File: src/sv/burning_ship_escape_time_core_macros.svh
// Assertion macros shared by the escape-time core.
// Each macro expects clk and rst to be visible where it is used.
`ifndef BURNING_SHIP_ESCAPE_TIME_CORE_MACROS_SVH
`define BURNING_SHIP_ESCAPE_TIME_CORE_MACROS_SVH

// Same-cycle implication, checked outside reset
`define BSE_ASSERT_NOW(label, ante, cons, msg) \
  label: assert property (@(posedge clk) disable iff (rst) (ante) |-> (cons)) else $error(msg);

// Next-cycle implication, checked outside reset
`define BSE_ASSERT_NEXT(label, ante, cons, msg) \
  label: assert property (@(posedge clk) disable iff (rst) (ante) |=> (cons)) else $error(msg);

`endif

File: src/sv/bse_pkg.sv
// Package for the escape-time core: payload structs, register indexes,
// fixed-point constants and the 32-bit saturation helper. No dependencies.
package bse_pkg;

  localparam int FRAC_BITS = 28;
  localparam int SAT_W     = 44;

  // |z|^2 bound of 4 in Q8.56
  localparam logic [63:0] ESCAPE_BOUND = 64'd4 << (2 * FRAC_BITS);

  // Configuration register indexes
  localparam logic [1:0] REG_ORIGIN_REAL     = 2'd0;
  localparam logic [1:0] REG_ORIGIN_IMAG     = 2'd1;
  localparam logic [1:0] REG_PIXEL_STEP      = 2'd2;
  localparam logic [1:0] REG_ITERATION_LIMIT = 2'd3;

  // Reset values of the registers
  localparam logic signed [31:0] ORIGIN_REAL_RST     = -32'sd671088640;
  localparam logic signed [31:0] ORIGIN_IMAG_RST     = -32'sd536870912;
  localparam logic [30:0]        PIXEL_STEP_RST      = 31'd917504;
  localparam logic [15:0]        ITERATION_LIMIT_RST = 16'd100;

  typedef struct packed {
    logic [9:0] column;
    logic [9:0] row;
  } bse_in_t;

  typedef struct packed {
    logic [15:0] iteration_count;
    logic [9:0]  out_column;
    logic [9:0]  out_row;
  } bse_out_t;

  // Clamp a wide signed value into signed 32 bits
  function automatic logic signed [31:0] sat32(input logic signed [SAT_W-1:0] v);
    logic signed [SAT_W-1:0] hi;
    logic signed [SAT_W-1:0] lo;
    hi = SAT_W'(32'sh7FFF_FFFF);
    lo = -(SAT_W'(33'sh0_8000_0000));
    if (v > hi) begin
      sat32 = 32'sh7FFF_FFFF;
    end else if (v < lo) begin
      sat32 = 32'sh8000_0000;
    end else begin
      sat32 = v[31:0];
    end
  endfunction

endpackage

File: src/sv/bse_mul.sv
// Shared 32x32 signed multiplier with a registered 64-bit product.
// Depends on nothing; operands are chosen by the sequencer in the top level.
module bse_mul (
  input  logic               clk,
  input  logic signed [31:0] a,
  input  logic signed [31:0] b,
  output logic signed [63:0] prod
);

  // One product per cycle, available the cycle after the operands
  always_ff @(posedge clk) begin
    prod <= a * b;
  end

endmodule

File: src/sv/bse_zupd.sv
// Burning Ship z update and escape test, combinational.
// Depends on bse_pkg for the saturation helper and the escape bound.
module bse_zupd (
  input  logic        [62:0] rr,
  input  logic        [62:0] ii,
  input  logic signed [63:0] rx,
  input  logic signed [31:0] cr,
  input  logic signed [31:0] ci,
  output logic signed [31:0] zr_new,
  output logic signed [31:0] zi_new,
  output logic               escaped
);
  import bse_pkg::*;

  logic signed [63:0] re_sum;
  logic signed [63:0] cr_scaled;
  logic        [63:0] rx_mag;
  logic        [35:0] cross_mag;
  logic signed [SAT_W-1:0] im_sum;
  logic        [63:0] mag_sum;

  // Real part: rr - ii + cr in Q8.56, floor shift back to Q4.28
  assign cr_scaled = {{4{cr[31]}}, cr, 28'd0};
  assign re_sum    = $signed({1'b0, rr}) - $signed({1'b0, ii}) + cr_scaled;
  assign zr_new    = sat32({{(SAT_W - 36){re_sum[63]}}, re_sum[63:28]});

  // Imaginary part: |2 zr zi| + ci, magnitude fits in 63 bits
  assign rx_mag    = rx[63] ? 64'(-rx) : 64'(rx);
  assign cross_mag = rx_mag[62:27];
  assign im_sum    = $signed({{(SAT_W - 36){1'b0}}, cross_mag}) +
                     $signed({{(SAT_W - 32){ci[31]}}, ci});
  assign zi_new    = sat32(im_sum);

  // Escape once |z|^2 exceeds 4
  assign mag_sum = {1'b0, rr} + {1'b0, ii};
  assign escaped = mag_sum > ESCAPE_BOUND;

endmodule

File: src/sv/burning_ship_escape_time_core.sv
// Burning Ship escape-time core: one pixel transaction in, one count out.
// It forms c, then iterates on the shared multiplier (3 products + update
// + check), then loads the output register; the loop runs count + 1 times
// on escape, else the limit. One pixel at a time: the next one is taken
// once the result is loaded, later if a stalled result holds the output.
// Synchronous active-high reset restores the register defaults and idles.
`include "burning_ship_escape_time_core_macros.svh"

module burning_ship_escape_time_core (
  input  logic              clk,
  input  logic              rst,
  input  logic              cfg_write,
  input  logic [1:0]        cfg_index,
  input  logic [31:0]       cfg_data,
  input  logic              in_valid,
  output logic              in_stall,
  input  bse_pkg::bse_in_t  in_data,
  output logic              out_valid,
  input  logic              out_stall,
  output bse_pkg::bse_out_t out_data
);
  import bse_pkg::*;

  localparam logic [3:0] S_IDLE = 4'd0;
  localparam logic [3:0] S_CR   = 4'd1;
  localparam logic [3:0] S_CI   = 4'd2;
  localparam logic [3:0] S_INIT = 4'd3;
  localparam logic [3:0] S_UPD  = 4'd4;
  localparam logic [3:0] S_M1   = 4'd5;
  localparam logic [3:0] S_M2   = 4'd6;
  localparam logic [3:0] S_M3   = 4'd7;
  localparam logic [3:0] S_CHK  = 4'd8;
  localparam logic [3:0] S_DONE = 4'd9;

  logic [3:0] state;
  logic [3:0] state_next;

  logic signed [31:0] origin_real;
  logic signed [31:0] origin_imag;
  logic        [30:0] pixel_step;
  logic        [15:0] iteration_limit;

  logic [9:0]  column;
  logic [9:0]  row;
  logic [15:0] n;
  logic [15:0] n_inc;

  logic signed [31:0] cr;
  logic signed [31:0] ci;
  logic signed [31:0] zr;
  logic signed [31:0] zi;
  logic        [62:0] rr;
  logic        [62:0] ii;
  logic signed [63:0] rx;

  logic signed [31:0] mul_a;
  logic signed [31:0] mul_b;
  logic signed [63:0] prod;
  logic signed [31:0] zr_new;
  logic signed [31:0] zi_new;
  logic               escaped;
  logic               out_free;
  logic               out_load;
  logic               in_loop;
  logic signed [31:0] c_sat_real;
  logic signed [31:0] c_sat_imag;

  assign in_stall = (state != S_IDLE);
  assign out_free = !out_valid || !out_stall;
  assign out_load = (state == S_DONE) && out_free;
  assign n_inc    = n + 16'd1;
  assign in_loop  = (state == S_UPD) || (state == S_M1) || (state == S_M2) ||
                    (state == S_M3) || (state == S_CHK);

  // Configuration registers
  always_ff @(posedge clk) begin
    if (rst) begin
      origin_real     <= ORIGIN_REAL_RST;
      origin_imag     <= ORIGIN_IMAG_RST;
      pixel_step      <= PIXEL_STEP_RST;
      iteration_limit <= ITERATION_LIMIT_RST;
    end else if (cfg_write) begin
      unique case (cfg_index)
        REG_ORIGIN_REAL:     origin_real     <= cfg_data;
        REG_ORIGIN_IMAG:     origin_imag     <= cfg_data;
        REG_PIXEL_STEP:      pixel_step      <= cfg_data[30:0];
        REG_ITERATION_LIMIT: iteration_limit <= cfg_data[15:0];
        default: ;
      endcase
    end
  end

  // Operand select for the shared multiplier
  always_comb begin
    mul_a = '0;
    mul_b = '0;
    case (state)
      S_CR: begin
        mul_a = $signed({22'd0, column});
        mul_b = $signed({1'b0, pixel_step});
      end
      S_CI: begin
        mul_a = $signed({22'd0, row});
        mul_b = $signed({1'b0, pixel_step});
      end
      S_M1: begin
        mul_a = zr;
        mul_b = zr;
      end
      S_M2: begin
        mul_a = zi;
        mul_b = zi;
      end
      S_M3: begin
        mul_a = zr;
        mul_b = zi;
      end
      default: ;
    endcase
  end

  bse_mul u_mul (
    .clk  (clk),
    .a    (mul_a),
    .b    (mul_b),
    .prod (prod)
  );

  bse_zupd u_zupd (
    .rr      (rr),
    .ii      (ii),
    .rx      (rx),
    .cr      (cr),
    .ci      (ci),
    .zr_new  (zr_new),
    .zi_new  (zi_new),
    .escaped (escaped)
  );

  // c = origin + coord*step; the product is non-negative and below 2^42
  assign c_sat_real = sat32($signed({{(SAT_W - 32){origin_real[31]}}, origin_real}) +
                            $signed(prod[SAT_W-1:0]));
  assign c_sat_imag = sat32($signed({{(SAT_W - 32){origin_imag[31]}}, origin_imag}) +
                            $signed(prod[SAT_W-1:0]));

  // Sequencer
  always_comb begin
    state_next = state;
    unique case (state)
      S_IDLE: if (in_valid) state_next = S_CR;
      S_CR:   state_next = S_CI;
      S_CI:   state_next = S_INIT;
      S_INIT: state_next = (iteration_limit == 16'd0) ? S_DONE : S_UPD;
      S_UPD:  state_next = S_M1;
      S_M1:   state_next = S_M2;
      S_M2:   state_next = S_M3;
      S_M3:   state_next = S_CHK;
      S_CHK: begin
        if (escaped || (n_inc == iteration_limit)) begin
          state_next = S_DONE;
        end else begin
          state_next = S_UPD;
        end
      end
      S_DONE: if (out_free) state_next = S_IDLE;
      default: state_next = S_IDLE;
    endcase
  end

  always_ff @(posedge clk) begin
    if (rst) begin
      state <= S_IDLE;
    end else begin
      state <= state_next;
    end
  end

  // Datapath registers
  always_ff @(posedge clk) begin
    case (state)
      S_IDLE: begin
        column <= in_data.column;
        row    <= in_data.row;
      end
      S_CI:   cr <= c_sat_real;
      S_INIT: begin
        ci <= c_sat_imag;
        rr <= '0;
        ii <= '0;
        rx <= '0;
        n  <= '0;
      end
      S_UPD: begin
        zr <= zr_new;
        zi <= zi_new;
      end
      S_M2:   rr <= prod[62:0];
      S_M3:   ii <= prod[62:0];
      S_CHK: begin
        rx <= prod;
        if (!escaped) n <= n_inc;
      end
      default: ;
    endcase
  end

  // Output register; frees as soon as the result transaction completes
  always_ff @(posedge clk) begin
    if (rst) begin
      out_valid <= 1'b0;
    end else if (state == S_DONE && out_free) begin
      out_valid <= 1'b1;
    end else if (!out_stall) begin
      out_valid <= 1'b0;
    end
  end

  always_ff @(posedge clk) begin
    if (state == S_DONE && out_free) begin
      out_data.iteration_count <= n;
      out_data.out_column      <= column;
      out_data.out_row         <= row;
    end
  end

  `BSE_ASSERT_NEXT(a_accept_starts, in_valid && !in_stall, state == S_CR, "no setup after accept")
  `BSE_ASSERT_NOW(a_count_below_limit, in_loop, n < iteration_limit, "count at limit in loop")
  `BSE_ASSERT_NOW(a_square_nonneg, state == S_M3, !prod[63], "square product negative")
  `BSE_ASSERT_NEXT(a_result_loaded, out_load, out_valid && state == S_IDLE, "result not loaded")

endmodule

File: config.mk
export PLATFORM = sky130hd
export DESIGN_NAME = burning_ship_escape_time_core
export DESIGN_NICKNAME = d
export VERILOG_FILES = /design/src/sv/bse_pkg.sv /design/src/sv/bse_mul.sv /design/src/sv/bse_zupd.sv /design/src/sv/burning_ship_escape_time_core.sv
export VERILOG_INCLUDE_DIRS = /design/src /design/src/sv
export SDC_FILE = /design/constraint.sdc
export NUM_CORES = 2
export LEC_CHECK = 0
export CAP_MARGIN = 5
export CORE_MARGIN = 3
export CORE_UTILIZATION = 59
export CTS_BUF_LIST = sky130_fd_sc_hd__clkbuf_16
export CTS_CLUSTER_SIZE = 16
export DETAILED_ROUTE_END_ITERATION = 12
export DONT_BUFFER_PORTS = 1
export PLACE_DENSITY_LB_ADDON = 0.05
export SKIP_LAST_GASP = 1
export SLEW_MARGIN = 10
export SYNTH_ARGS = -nofsm -noshare
export SYNTH_HDL_FRONTEND = slang
export SYNTH_SLANG_ARGS = --single-unit
export TNS_END_PERCENT = 20
File: constraint.sdc
create_clock -name clk -period 10.3 [get_ports clk]
set_input_delay 1.03 -clock clk [delete_from_list [all_inputs] [get_ports clk]]
set_output_delay 1.03 -clock clk [all_outputs]
set_load 0.005 [all_outputs]
==> flow_results.xml <==
<?xml version="1.0" encoding="UTF-8"?>
<metrics>
  <group name="sta">
    <metric name="max_clock_freq" unit="MHz">99.5</metric>
    <metric name="grt_setup_unrepaired" unit="">true</metric>
    <metric name="drv_slew" unit="">0</metric>
    <metric name="worstMarginPinSlew" unit="ns">1.21</metric>
    <metric name="slew_headroom" unit="%">18.4</metric>
    <metric name="finalWorstPathRequiredPeriod" unit="ns">10.05</metric>
    <metric name="fin_worst_hold_slack" unit="ns">0.441</metric>
    <metric name="report.final.hold_viol_count" unit="">0</metric>
    <metric name="timing.clock.skew" unit="ns">0.0369</metric>
    <metric name="setup-violations-final" unit="">0</metric>
    <metric name="min_period_over_period" unit="%">97.5</metric>
  </group>
  <group name="global_route">
    <metric name="maximum_number_of_pins_on_one_net_before_global_route_repair" unit="">118</metric>
    <metric name="gr-total-overflow" unit="">0</metric>
    <metric name="gr-max-usage-layer" unit="">met2</metric>
    <metric name="use_met3" unit="%">11.3</metric>
    <metric name="grt_util_met2" unit="%">59.6</metric>
    <metric name="grt.total_usage" unit="%">40.9</metric>
    <metric name="via_count_of_the_first_global_routing_pass" unit="">58900</metric>
    <metric name="antenna_found_initial" unit="">29</metric>
    <metric name="grt_first_pass_wirelength" unit="um">382000</metric>
    <metric name="grt_util_met1" unit="%">57.3</metric>
  </group>
  <group name="power_and_ir_drop">
    <metric name="total_power" unit="uW">8230</metric>
    <metric name="switchingPower" unit="uW">3280</metric>
    <metric name="combinationalPowerShare" unit="%">39.2</metric>
    <metric name="p_sw_share" unit="%">39.9</metric>
    <metric name="internal_power" unit="uW">4950</metric>
    <metric name="power.density_cell_area" unit="nW/um^2">107</metric>
    <metric name="power.static_leakage" unit="uW">0.0360</metric>
    <metric name="max_ir_drop_vdd" unit="V">0.000144</metric>
    <metric name="power.share.clock" unit="%">26.3</metric>
    <metric name="fraction_of_power_consumed_by_sequential_logic" unit="%">34.5</metric>
  </group>
  <group name="worst_setup_path">
    <metric name="critical-path-max-stage-delay" unit="ns">0.57</metric>
    <metric name="worstSetupStartpointType" unit="">register</metric>
    <metric name="cp_slowest_cell" unit="">sky130_fd_sc_hd__fa_1</metric>
    <metric name="critical_path.startpoint" unit="">state[2]$_SDFFE_PP0P_</metric>
    <metric name="crit_end" unit="">u_mul.prod[52]$_DFF_P_</metric>
    <metric name="critical_path_fanouts_max" unit="">27</metric>
    <metric name="cp_common_cell" unit="">sky130_fd_sc_hd__fa_1</metric>
    <metric name="timing.critical_path.arrival" unit="ns">10.65</metric>
    <metric name="regToRegSetupSlack" unit="ns">0.25</metric>
    <metric name="r2r.worst_path.cells" unit="">31</metric>
    <metric name="worst_setup_path_end_kind" unit="">register</metric>
    <metric name="reg2reg_from" unit="">state[2]$_SDFFE_PP0P_</metric>
    <metric name="cp_data_required_time" unit="ns">10.90</metric>
    <metric name="critical_path_class" unit="">register to register</metric>
    <metric name="worstReg2RegEnd" unit="">u_mul.prod[52]$_DFF_P_</metric>
  </group>
  <group name="floorplan">
    <metric name="floorplan.die.height" unit="um">356</metric>
    <metric name="num_io_pins" unit="">97</metric>
    <metric name="die_footprint" unit="sq um">127000</metric>
    <metric name="initial_utilization" unit="%">59.8</metric>
    <metric name="width_of_the_die" unit="um">356</metric>
    <metric name="fp-row-count" unit="">127</metric>
    <metric name="core_area" unit="sq um">121000</metric>
  </group>
  <group name="clocking">
    <metric name="clock_latency" unit="ns">0.67</metric>
    <metric name="clock_tree.root_cell" unit="">sky130_fd_sc_hd__clkbuf_16</metric>
    <metric name="max-clock-path-buffers" unit="">3</metric>
    <metric name="cts-hold-fix-buffers" unit="">0</metric>
    <metric name="cts_max_level" unit="">2</metric>
    <metric name="numClockSinks" unit="">570</metric>
    <metric name="inserted_clock_buffers" unit="">57</metric>
    <metric name="clock_slew_at_the_register_clock_pins_of_the_worst_setup_and_hold_paths" unit="ns">0.07</metric>
    <metric name="tritoncts" unit="">yes</metric>
  </group>
  <group name="drt">
    <metric name="drt_first_iter_violations" unit="">7722</metric>
    <metric name="route.detailed.wl_per_inst" unit="um">26.9</metric>
    <metric name="detailroute.via_count" unit="">59700</metric>
    <metric name="residual_drc_count" unit="">0</metric>
    <metric name="routed_via_density" unit="">6.24</metric>
    <metric name="drtAntennaViolNets" unit="">0</metric>
    <metric name="first_pass_iters" unit="">8</metric>
    <metric name="route.final.wire_length" unit="um">257000</metric>
  </group>
  <group name="synth">
    <metric name="synth-async-reset-ratio" unit="%">0</metric>
    <metric name="synth-edff-count" unit="">390</metric>
    <metric name="synth_seq_area_share" unit="%">21.2</metric>
    <metric name="flip_flop_and_latch_count_after_synthesis" unit="">570</metric>
    <metric name="syn-instance-count" unit="">7942</metric>
    <metric name="syn-cell-area" unit="sq um">72300</metric>
    <metric name="synth_area_per_cell" unit="sq um">9.10</metric>
    <metric name="synth.lib_cells_used.distinct" unit="">82</metric>
    <metric name="yosys_warnings" unit="">0</metric>
    <metric name="synth-main-ff-cell" unit="">sky130_fd_sc_hd__edfxtp_1</metric>
    <metric name="synthesis.nets" unit="">9582</metric>
  </group>
  <group name="run">
    <metric name="drv.max_cap_violation_count" unit="">0</metric>
  </group>
  <group name="layout">
    <metric name="layoutNonFillerInstCount" unit="">9562</metric>
    <metric name="layout.core_utilization" unit="%">63.8</metric>
    <metric name="nFillCells" unit="">10300</metric>
    <metric name="final_cell_mix" unit="">1224 x sky130_fd_sc_hd__inv_1, 1121 x sky130_fd_sc_hd__fa_1, 1016 x sky130_fd_sc_hd__nand2_1, 763 x sky130_fd_sc_hd__nor2_1, 460 x sky130_fd_sc_hd__ha_1</metric>
    <metric name="flow.area_growth_from_synthesis" unit="%">6.67</metric>
    <metric name="net_count_reported_at_finish" unit="">9521</metric>
    <metric name="mostFrequentLayoutCell" unit="">sky130_fd_sc_hd__inv_1</metric>
    <metric name="final_layout_size_suffix_gt1_share" unit="%">5.57</metric>
  </group>
  <group name="placed_design">
    <metric name="port_buffers" unit="">0</metric>
    <metric name="total_placed_cells_including_tap_cells" unit="">9430</metric>
    <metric name="dpl.hpwl" unit="um">207000</metric>
    <metric name="gpl.final_weighted_congestion" unit="">1.04</metric>
  </group>
  <group name="worst_hold_path">
    <metric name="worst_hold_path_type" unit="">input port to register</metric>
  </group>
  <group name="run_status">
    <metric name="status" unit="">complete, no violations</metric>
  </group>
</metrics>
-- Yosys cell counts (46+ instances only) --
master                        n  area (sq um)
sky130_fd_sc_hd__nand4_1     75           469
sky130_fd_sc_hd__inv_1     1215          4560
sky130_fd_sc_hd__nor3_1      67           335
sky130_fd_sc_hd__o21ai_0    261          1310
sky130_fd_sc_hd__nor2_1     765          2870
sky130_fd_sc_hd__ha_1       460          5760
sky130_fd_sc_hd__edfxtp_1   390         11700
sky130_fd_sc_hd__clkbuf_1   356          1340
sky130_fd_sc_hd__fa_1      1121         22400
sky130_fd_sc_hd__and2_1     100           626
sky130_fd_sc_hd__xnor2_1    200          1750
sky130_fd_sc_hd__nor2b_1     46           288
sky130_fd_sc_hd__nand2_1   1017          3820
sky130_fd_sc_hd__and3_1     162          1010
sky130_fd_sc_hd__a21o_1     196          1470
sky130_fd_sc_hd__dfxtp_1    180          3600
sky130_fd_sc_hd__xor2_1      98           858
sky130_fd_sc_hd__nand2b_1    57           357
sky130_fd_sc_hd__a21oi_1    441          2210
sky130_fd_sc_hd__nand3_1     95           475
sky130_fd_sc_hd__nor4_1      47           294
-- power groups by stage --
stage	sequential, uW	combinational (uW)	clock, uW
6_report	2840	3220	2170
5_1_grt	2840	3450	2260
4_1_cts	2830	3130	2180
3_5_place_dp	2880	3100	0
3_3_place_gp	2880	3070	0
2_1_floorplan	2800	2010	0
-- cells by family after synthesis --
logic type,count (synthesis),synth area share (%)
xor+xnor,298,3.61
mux,14,0.197
simple gates,2559,16.0
fa+ha+maj,1581,39.0
flops,570,21.2
compound gates,1338,11.8
buf+inv,1582,8.22
-- sequential cells by signal (all words and copies together) (netlist names) --
signal and count:
state 4, ci 32, column 10, rx 64
out_data 36, cr 32, pixel_step 31, zr 32
u_mul.prod 64, origin_imag 32, iteration_limit 16, out_valid 1
origin_real 32, n 16, zi 32, row 10
ii 63, rr 63
-- through the flow --
step           cell area (sq um)  worst slack, ns  TNS [ns]
3_5_place_dp               75000            0.140         0
2_1_floorplan              72300            0.630         0
6_report                   77100            0.253         0
5_1_grt                    77000          -0.0227   -0.0314
4_1_cts                    76900           0.0873         0
3_3_place_gp               75000            0.226         0
-- final cells by class --
class                           count  area (sq um)  area share, %
Multi-Input combinational cell   5791         51300           66.5
Antenna cell                       20          50.0         0.0649
Sequential cell                   570         15300           19.9
Clock buffer                       60          1500           1.95
Timing Repair Buffer              246          1950           2.54
Inverter                         1215          4560           5.92
Clock inverter                     48           417          0.541
Tap cell                         1612          2020           2.62
-- worst min path at each step --
stage | from | end | depth (start not counted)
floorplan | n[2]$_SDFFCE_PN0P_ | out_data[22]$_DFFE_PP_ | 0
global placement | origin_real[29]$_SDFFE_PP0P_ | origin_real[29]$_SDFFE_PP0P_ | 2
detailed placement | row[2]$_DFFE_PP_ | out_data[2]$_DFFE_PP_ | 0
CTS | rst | origin_real[3]$_SDFFE_PP0P_ | 1
global route | rst | origin_real[3]$_SDFFE_PP0P_ | 1
finish | rst | origin_real[3]$_SDFFE_PP0P_ | 1
-- routing by layer --
metal / routed length (um) / vias up / part of all wire (%)
li1: - / 25700 / -
met4: 14000 / 18 / 5.4
met2: 109000 / 3609 / 42
met1: 101000 / 29700 / 39
met5: 123 / - / 0.048
met3: 33200 / 674 / 13
-- repair_timing --
action,in CTS,in global routing
setup endpoints to repair,0,14
buffers inserted,0,3
gates resized for setup,0,14
endpoints found under the hold margin,0,0
-- worst max-delay path, delay by kind of cell, from the launching register on --
| family | cells | cell delay (ns) |
|---|---|---|
| AO/OA/AOI/OAI | 11 | 2.82 |
| flip-flops | 1 | 0.52 |
| XOR/XNOR | 1 | 0.13 |
| AND/OR/NAND/NOR | 5 | 0.84 |
| buffers and inverters | 5 | 1.15 |
| adder cells (fa/ha/maj) | 9 | 4.49 |
Power figures use the tool's default switching activity.
